File: src/design/zst_pkg.sv
// ----------------------------------------------------------------------------
// zst_pkg
// Shared types and constants of the Zhang-Suen thinning pass.
// ----------------------------------------------------------------------------
`default_nettype none

package zst_pkg;

   localparam int MAX_WIDTH  = 1024;
   localparam int MAX_HEIGHT = 1024;

   localparam int COL_W = $clog2(MAX_WIDTH);
   localparam int ROW_W = $clog2(MAX_HEIGHT);
   localparam int DIM_W = ((COL_W > ROW_W) ? COL_W : ROW_W) + 2;

   localparam int PIX_W   = 8;
   localparam int CFG_W   = 11;
   localparam int CSR_IDX_W = 2;

   localparam logic [CSR_IDX_W-1:0] CSR_SUBPASS      = 2'd0;
   localparam logic [CSR_IDX_W-1:0] CSR_FRAME_WIDTH  = 2'd1;
   localparam logic [CSR_IDX_W-1:0] CSR_FRAME_HEIGHT = 2'd2;

   localparam logic [CFG_W-1:0] WIDTH_RESET  = 11'd640;
   localparam logic [CFG_W-1:0] HEIGHT_RESET = 11'd480;

   localparam logic OP_PIXEL = 1'b0;
   localparam logic OP_FLUSH = 1'b1;

   localparam logic SUBPASS_FIRST  = 1'b0;
   localparam logic SUBPASS_SECOND = 1'b1;

   // Window taps, raster order: 0 1 2 / 3 4 5 / 6 7 8.
   typedef logic [8:0][PIX_W-1:0] window_type;

   typedef struct packed {
      logic interior;
      logic subpass;
   } decide_ctrl_type;

endpackage

`default_nettype wire

File: src/design/zst_decide.sv
// ----------------------------------------------------------------------------
// zst_decide
// Deletion test of one Zhang-Suen subiteration on a 3x3 window.
// ----------------------------------------------------------------------------
`default_nettype none

module zst_decide (
   input  wire zst_pkg::window_type      window,
   input  wire zst_pkg::decide_ctrl_type ctrl,
   output logic                          delete_pixel
);

   logic [7:0] ring;
   logic [3:0] count;
   logic [3:0] trans;
   logic       p2, p4, p6, p8;
   logic       prod_ok;

   // Ring p2..p9 clockwise from the top neighbour.
   always_comb begin
      ring[0] = window[1] != '0;
      ring[1] = window[2] != '0;
      ring[2] = window[5] != '0;
      ring[3] = window[8] != '0;
      ring[4] = window[7] != '0;
      ring[5] = window[6] != '0;
      ring[6] = window[3] != '0;
      ring[7] = window[0] != '0;
   end

   always_comb begin
      count = '0;
      trans = '0;
      for (int k = 0; k < 8; k++) begin
         count = count + 4'(ring[k]);
         trans = trans + 4'(!ring[k] && ring[(k + 1) % 8]);
      end
   end

   assign p2 = ring[0];
   assign p4 = ring[2];
   assign p6 = ring[4];
   assign p8 = ring[6];

   always_comb begin
      if (ctrl.subpass == zst_pkg::SUBPASS_FIRST) begin
         prod_ok = !(p2 && p4 && p6) && !(p4 && p6 && p8);
      end else begin
         prod_ok = !(p2 && p4 && p8) && !(p2 && p6 && p8);
      end
   end

   assign delete_pixel = ctrl.interior && (window[4] != '0) && (count >= 4'd2) &&
                         (count <= 4'd6) && (trans == 4'd1) && prod_ok;

endmodule

`default_nettype wire

File: config.mk
export PLATFORM = sky130hd
export DESIGN_NAME = zst_decide
export DESIGN_NICKNAME = d
export VERILOG_FILES = /design/src/design/zst_pkg.sv /design/src/design/zst_decide.sv
export SDC_FILE = /design/constraint.sdc
export NUM_CORES = 1
export LEC_CHECK = 0
export BUFFER_PORTS_ARGS = -buffer_cell sky130_fd_sc_hd__buf_2
export CORE_MARGIN = 2
export CORE_UTILIZATION = 37
export DETAILED_ROUTE_END_ITERATION = 7
export PLACE_DENSITY = 0.94
export SYNTH_ARGS = -nofsm -noshare
export SYNTH_HDL_FRONTEND = slang
export SYNTH_SLANG_ARGS = --single-unit
File: constraint.sdc
create_clock -name vclk -period 9.15
set_input_delay 1.3725 -clock vclk [all_inputs]
set_output_delay 1.3725 -clock vclk [all_outputs]
set_load 0.02 [all_outputs]
==> results of run 1 <==
==> cells by family after synthesis <==
kind of cell,share of synthesized area (%)
simple gates,36.29
buf+inv,12.37
fa+ha+maj,37.52
compound gates,10.72
xor+xnor,1.444
mux,1.650
==> report_power, final <==
part	internal, mW	total [mW]	switching (mW)
logic	0.0131	0.0191	0.00606
registers	0	0	0
clock network	0	0	0
==> final cells by class <==
class | count | area share [%]
timing repair buffer | 75 | 37.59
multi-input combinational | 62 | 53.26
inverter | 19 | 7.143
tap | 16 | 2.005
==> cell usage in the layout, fill, tap and decap left out, types with 2 or more instances in the layout <==
cell,n
nand3_1,2
or4_4,2
o21ai_0,2
inv_1,18
fa_1,7
ha_1,7
nor4_1,10
buf_2,75
or4_1,6
nor3_1,2
nand2_1,8
nor2_1,6
==> routing by layer <==
metal	track usage (%)	up-vias	routed length, microns
li1	-	436	-
met4	0.6061	0	12
met2	43.48	33	1096
met5	0	-	0
met1	23.51	389	632
met3	0.4082	2	123
==> metrics by stage <==
step	hold slack, ns	setup WS (ns)	utilization (%)	power (mW)	area (sq um)
detailed placement	3.239	2.441	65.52	0.01936	998.5
global route	3.267	2.150	65.52	0.02132	998.5
CTS	3.240	2.430	65.52	0.01940	998.5
finish	3.241	2.445	65.52	0.01915	998.5
floorplan	2.996	2.721	-	0.003737	606.8
global placement	3.223	2.535	65.52	0.01845	998.5
==> path summary, 6_finish.rpt <==
path | from | endpoint | slack, ns | depth (start not counted)
worst max-delay path | window[17] | delete_pixel | 2.44 | 17
worst min-delay path | window[10] | delete_pixel | 3.24 | 6
==> results.sh, run 1 <==
export IMPL_status="complete, no violations"
export IMPL_synth_most_common_cell="inv_1"
export IMPL_row_count=14
export IMPL_synth_cells=82
export IMPL_max_slew_margin_pct=80.05
export IMPL_ctsHoldBuffers=0
export IMPL_antenna_cells=0
export IMPL_crit_slowest_cell="fa_1"
export IMPL_ios=75
export IMPL_synthToLayoutAreaGrowth_pct=64.54
export IMPL_leakagePower_nw=0.5715
export IMPL_ant_nets=0
export IMPL_grt_max_degree=5
export IMPL_drcViolationCount=0
export IMPL_synth_top_cells_by_count="inv_1 (18), nor4_1 (10), nand2_1 (8), fa_1 (7), ha_1 (7)"
export IMPL_grt_antenna_before_repair=0
export IMPL_drv_slew=0
export IMPL_crit_chain="buf_2 > or4_1 > nor2_1 > mux2i_1 > ha_1 > inv_1 > fa_1 > inv_1 > fa_1 > ha_1 > inv_1 > fa_1 > nand3_1 > a221oi_1 > o2111ai_1 > a211oi_2 > buf_2"
export IMPL_worstPathMaxFanout=2
export IMPL_worstSetupPathType="input pin to primary output"
export IMPL_cp_data_required_time_ns=7.78
export IMPL_avgSynthCellArea_sq_um=7.400
export IMPL_synth_cell_type_count=23
export IMPL_place_inst=172
export IMPL_cp_num_buf_inv=5
export IMPL_die_h_microns=44.50
export IMPL_fp_dieW_microns=44.50
export IMPL_cap_violations=0
export IMPL_fin_tns_setup_ns=0
export IMPL_rsz0062_at_grt="false"
export IMPL_fillers=161
export IMPL_worst_slew_pin_slew_ns=0.2965
export IMPL_startpoint_type="input pin"
export IMPL_nNetsFinal=246
export IMPL_finalSetupViolations=0
export IMPL_dieArea_sq_mm=0.001980
export IMPL_start_util_pct=39.82
export IMPL_fin_crit_ns=6.705
export IMPL_crit_arrival_ns=5.33
export IMPL_synth_fp_nets=170
export IMPL_yosysTopAreaCellShare_pct=23.09
export IMPL_vias_per_cell=5.000
export IMPL_drtIter0Drc=7
export IMPL_hpwl_microns=1844
export IMPL_grt_pass1_wl_microns=3243
export IMPL_wire_per_inst_microns=10.84
export IMPL_synthTopCellsByArea="fa_1 (23%), ha_1 (14%), inv_1 (11%)"
export IMPL_grt_pass1_vias=889
export IMPL_grt_usage_pct=20.69
export IMPL_cp_top_family="adder cells"
export IMPL_post_cts_buffers=0
export IMPL_yosys_area_top_type="fa_1"
export IMPL_irDropWorstVdd_mv=0.01188
export IMPL_min_period_over_period_pct=73.28
export IMPL_fmax_mhz=149.1
export IMPL_final_seq_area_sq_um=0
export IMPL_seq_cell_count=0
export IMPL_multi_input_area_sq_um=531.8
export IMPL_place_congestion=0.7988
export IMPL_cp_end_kind="primary output"
export IMPL_routed_wl_microns=1864
export IMPL_layout_cells_non_filler=172
export IMPL_firstDrtPassIters=4
export IMPL_hold_viol=0
export IMPL_yosysWarnings=0
export IMPL_hold_class="input pin to primary output"
export IMPL_vias=860
export IMPL_syn_area_sq_um=606.8
export IMPL_portBuffers=75
export IMPL_powerDensity_mw_per_mm2=19.18
export IMPL_yosysSeqAreaShare_pct=0
export IMPL_nClkBuffers=0
export IMPL_worst_path_largest_cell_delay_ns=0.54
export IMPL_core_sq_mm=0.001524
export IMPL_cts_resized=0
export IMPL_grt_overflow=0
export IMPL_drive_gt1_share_pct=51.92
(Power assumes the default switching activity.)
==> inputs of run 2 (changes only) <==
Settings changed: ABC_AREA set to 1, CORE_ASPECT_RATIO set to 1.4, CORE_UTILIZATION 37 to 34, PLACE_DENSITY 0.94 to 0.85.
Clock period 9.15 ns to 5.75 ns, I/O delays scaled along.
==> results.sh, run 2 <==
export IMPL_status="complete, no violations"
export IMPL_vias_per_cell=4.439
export IMPL_place_ws_ns=0.6090
export IMPL_max_slew_margin_pct=83.15
export IMPL_nClkBuffers=0
export IMPL_routed_wl_microns=1753
export IMPL_hpwl_microns=1737
export IMPL_yosysTopAreaCellShare_pct=21.43
export IMPL_p_seq_share_pct=0
export IMPL_crit_arrival_ns=4.25
export IMPL_grt_pass1_vias=859
export IMPL_p_int_mw=0.02246
export IMPL_hold_viol=0
export IMPL_mostFrequentLayoutCell="buf_2"
export IMPL_leakagePower_nw=0.7083
export IMPL_hold_ws_ns=2.200
export IMPL_final_seq_area_sq_um=0
export IMPL_syn_area_sq_um=735.7
export IMPL_start_util_pct=36.84
export IMPL_cp_end_kind="primary output"
export IMPL_synth_most_common_cell="nor2_1"
export IMPL_finalSetupViolations=0
export IMPL_yosysSeqAreaShare_pct=0
export IMPL_yosys_area_top_type="nor2_1"
export IMPL_finish_utilization_pct=56.77
export IMPL_powerDensity_mw_per_mm2=31.47
export IMPL_ant_nets=0
export IMPL_min_from="ctrl[0]"
export IMPL_fillers=226
export IMPL_vias=1012
export IMPL_crit_chain="buf_2 > nor4_1 > nand2_1 > inv_1 > fa_1 > fa_1 > fa_1 > inv_1 > ha_1 > inv_1 > fa_1 > nand3_1 > nand3_1 > nor2_1 > nand2_1 > nor2_1 > buf_2"
export IMPL_cap_violations=0
export IMPL_startpoint_type="input pin"
export IMPL_portBuffers=75
export IMPL_p_switching_mw=0.01322
export IMPL_nNetsFinal=297
export IMPL_worstSetupPathType="input pin to primary output"
export IMPL_hold_end="delete_pixel"
export IMPL_drive_gt1_share_pct=40.10
export IMPL_cp_data_required_time_ns=4.89
export IMPL_fmax_mhz=195.6
export IMPL_synth_top_cells_by_count="nor2_1 (42), nand2_1 (29), inv_1 (26), fa_1 (7), ha_1 (7)"
export IMPL_worst_slack_ns=0.6381
export IMPL_row_count=19
export IMPL_hold_depth=5
export IMPL_dpl_cell_area_sq_mm=0.001134
export IMPL_grt_usage_pct=14.54
export IMPL_layout_common_cells="buf_2 (75), nor2_1 (42), nand2_1 (29)"
export IMPL_fin_tns_setup_ns=0
export IMPL_min_period_over_period_pct=88.90
export IMPL_core_sq_mm=0.001997
export IMPL_drcViolationCount=0
export IMPL_worst_slew_pin_slew_ns=0.2518
export IMPL_synth_fp_nets=221
export IMPL_fp_dieW_microns=43.32
export IMPL_wire_per_inst_microns=7.689
export IMPL_grt_antenna_before_repair=0
export IMPL_ctsHoldBuffers=0
export IMPL_grt_pass1_wl_microns=3049
export IMPL_post_cts_buffers=0
export IMPL_firstDrtPassIters=4
export IMPL_cts_resized=0
export IMPL_stdcell_area_sq_mm=0.001134
export IMPL_irDropWorstVdd_mv=0.01460
export IMPL_switching_share_pct=37.05
export IMPL_synthToLayoutAreaGrowth_pct=54.08
export IMPL_hold_class="input pin to primary output"
export IMPL_cpMostUsedCell="fa_1"
export IMPL_multi_input_area_sq_um=623.1
export IMPL_place_congestion=0.7977
export IMPL_worstPathMaxFanout=3
export IMPL_power_frac_clock_pct=0
export IMPL_grt_overflow=0
export IMPL_crit_slowest_cell="fa_1"
export IMPL_dieArea_sq_mm=0.002557
export IMPL_synth_cell_type_count=16
export IMPL_avgSynthCellArea_sq_um=5.532
export IMPL_fin_crit_ns=5.112
export IMPL_ios=75
export IMPL_antenna_cells=0
export IMPL_synth_cells=133
export IMPL_rsz0062_at_grt="false"
export IMPL_synthTopCellsByArea="nor2_1 (21%), fa_1 (19%), nand2_1 (15%)"
export IMPL_seq_cell_count=0
export IMPL_drv_slew=0
export IMPL_drtIter0Drc=4
export IMPL_grt_max_degree=5
export IMPL_die_h_microns=59.04
export IMPL_yosysWarnings=0
export IMPL_comb_power_share_pct=100.0
export IMPL_worst_path_largest_cell_delay_ns=0.54
## run 2: how the worst max path moves through the flow
stage,start,cells past startpoint,to,slack [ns]
floorplan,window[1],15,delete_pixel,0.84
global placement,window[5],17,delete_pixel,0.65
detailed placement,window[1],17,delete_pixel,0.61
CTS,window[5],17,delete_pixel,0.61
global route,window[1],19,delete_pixel,0.39
finish,window[1],17,delete_pixel,0.64
## run 2: stage by stage
stage	instances	power (mW)
floorplan	133	0.01101
global placement	228	0.03540
detailed placement	228	0.03613
CTS	228	0.03619
global route	228	0.04079
finish	228	0.03568
## run 2: layout make-up
type                            count  share of cell area [%]
Inverter                           29                   9.603
Multi-Input combinational cell    103                   54.97
Tap cell                           21                   2.318
Timing Repair Buffer               75                   33.11
## run 2: routing by layer
| layer | track usage [%] | vias up | wire length (microns) |
|---|---|---|---|
| met3 | 1.829 | 0 | 275 |
| li1 | - | 543 | - |
| met1 | 16.26 | 407 | 636 |
| met2 | 30.06 | 62 | 841 |
| met5 | 0 | - | 0 |
| met4 | 0 | 0 | 0 |
## run 2: cell families (layout without fill, tap and decap cells)
family	after synthesis	after routing	synth area share (%)
AOI/OAI and AO/OA	1	1	0.6796
adders and majority gates	14	14	30.95
buffers and inverters	30	104	15.31
and+or+nand+nor	88	88	53.06
## run 2: power groups by stage
| stage | clock network (mW) | logic [mW] | registers, mW |
|---|---|---|---|
| 6_report | 0 | 0.0357 | 0 |
| 5_1_grt | 0 | 0.0408 | 0 |
| 4_1_cts | 0 | 0.0362 | 0 |
| 3_5_place_dp | 0 | 0.0361 | 0 |
| 3_3_place_gp | 0 | 0.0354 | 0 |
| 2_1_floorplan | 0 | 0.0110 | 0 |
## run 2: worst max-delay path: cells and delay by family
kind	cells	cell delay [ns]
adder cells (fa/ha/maj)	5	2.12
AND/OR/NAND/NOR	7	0.82
buffers and inverters	5	0.46
==> inputs of run 3 (changes only) <==
Settings changed: PLACE_DENSITY 0.85 to 0.89.
==> results.sh, run 3 (same netlist as run 2, synthesis figures left out) <==
export IMPL_row_count=19
export IMPL_wire_per_inst_microns=8.132
export IMPL_core_sq_mm=0.001997
export IMPL_drv_slew=0
export IMPL_crit_arrival_ns=4.29
export IMPL_worstSetupPathType="input pin to primary output"
export IMPL_firstDrtPassIters=4
export IMPL_cts_resized=0
export IMPL_place_ws_ns=0.5702
export IMPL_grt_pass1_wl_microns=3422
export IMPL_worstPathMaxFanout=3
export IMPL_fmax_mhz=194.0
export IMPL_seq_cell_count=0
export IMPL_hold_depth=5
export IMPL_busiest_layer="met2"
export IMPL_worst_slew_pin_slew_ns=0.2836
export IMPL_fin_crit_ns=5.156
export IMPL_grt_overflow=0
export IMPL_cp_data_required_time_ns=4.89
export IMPL_grt_usage_pct=16.26
export IMPL_routed_wl_microns=1854
export IMPL_hold_class="input pin to primary output"
export IMPL_min_from="ctrl[0]"
export IMPL_final_seq_area_sq_um=0
export IMPL_status="complete, no violations"
export IMPL_max_slew_margin_pct=80.92
export IMPL_grt_max_degree=5
export IMPL_grt_pass1_vias=993
export IMPL_vias=1020
export IMPL_use_met2_pct=33.69
export IMPL_portBuffers=75
export IMPL_vias_per_cell=4.474
export IMPL_drcViolationCount=0
export IMPL_hold_viol=0
export IMPL_ant_nets=0
export IMPL_irDropWorstVdd_mv=0.01573
export IMPL_ctsHoldBuffers=0
export IMPL_rsz0062_at_grt="false"
export IMPL_cp_end_kind="primary output"
export IMPL_leakagePower_nw=0.7083
export IMPL_finalSetupViolations=0
export IMPL_fp_dieW_microns=43.32
export IMPL_hold_ws_ns=2.200
export IMPL_worst_slack_ns=0.5942
export IMPL_antenna_cells=0
export IMPL_nNetsFinal=297
export IMPL_die_h_microns=59.04
export IMPL_fin_tns_setup_ns=0
export IMPL_drtIter0Drc=3
export IMPL_post_cts_buffers=0
export IMPL_hpwl_microns=1796
export IMPL_hold_end="delete_pixel"
export IMPL_fillers=204
export IMPL_place_congestion=0.8627
export IMPL_startpoint_type="input pin"
export IMPL_nClkBuffers=0
export IMPL_synthToLayoutAreaGrowth_pct=54.08
export IMPL_p_total_mw=0.03583
export IMPL_min_period_over_period_pct=89.67
export IMPL_start_util_pct=36.84
export IMPL_grt_use_met1_pct=18.25
export IMPL_dieArea_sq_mm=0.002557
export IMPL_drive_gt1_share_pct=40.10
export IMPL_met3_usage_pct=0.6098
export IMPL_cap_violations=0
export IMPL_grt_antenna_before_repair=0
export IMPL_ios=75
export IMPL_mostFrequentLayoutCell="buf_2"
export IMPL_powerDensity_mw_per_mm2=31.61
export IMPL_layout_common_cells="buf_2 (75), nor2_1 (42), nand2_1 (29)"
-- run 3: final cells by class --
type	count	area, sq um	share of cell area [%]
multi-input combinational	103	623.1	54.97
timing repair buffer	75	375.4	33.11
inverter	29	108.9	9.603
tap	21	26.28	2.318
-- run 3: worst max-delay path: stages --
cell and delay [ns]:
buf_2 0.09, nor4_1 0.31, nand2_1 0.14, inv_1 0.09
fa_1 0.43, fa_1 0.52, fa_1 0.54, inv_1 0.04
ha_1 0.21, inv_1 0.07, fa_1 0.42, nand3_1 0.10
nand3_1 0.08, nor2_1 0.10, nand2_1 0.05, nor2_1 0.07
buf_2 0.16
-- run 3: worst max path at each step --
stage / from / end / slack, ns / depth (start not counted)
global placement: window[1] / delete_pixel / 0.57 / 17
detailed placement: window[1] / delete_pixel / 0.57 / 17
floorplan: window[1] / delete_pixel / 0.84 / 15
finish: window[1] / delete_pixel / 0.59 / 17
global route: window[43] / delete_pixel / 0.30 / 23
CTS: window[1] / delete_pixel / 0.56 / 17
-- run 3: layer usage --
layer / share of wire (%) / vias to the layer above
li1: - / 543
met1: 38 / 414
met2: 50 / 61
met3: 11 / 2
met4: 0.65 / 0
met5: 0 / -
-- run 3: metrics by stage --
stage / cells / util [%] / cell area, sq um
5_1_grt: 228 / 56.77 / 1134
2_1_floorplan: 133 / - / 735.7
6_report: 228 / 56.77 / 1134
3_5_place_dp: 228 / 56.77 / 1134
4_1_cts: 228 / 56.77 / 1134
3_3_place_gp: 228 / 56.77 / 1134
-- run 3: report_power, final --
group	internal [mW]	leakage [nW]	total [mW]	switching [mW]
clock	0	0	0	0
combinational	0.0225	0.708	0.0358	0.0134
sequential	0	0	0	0
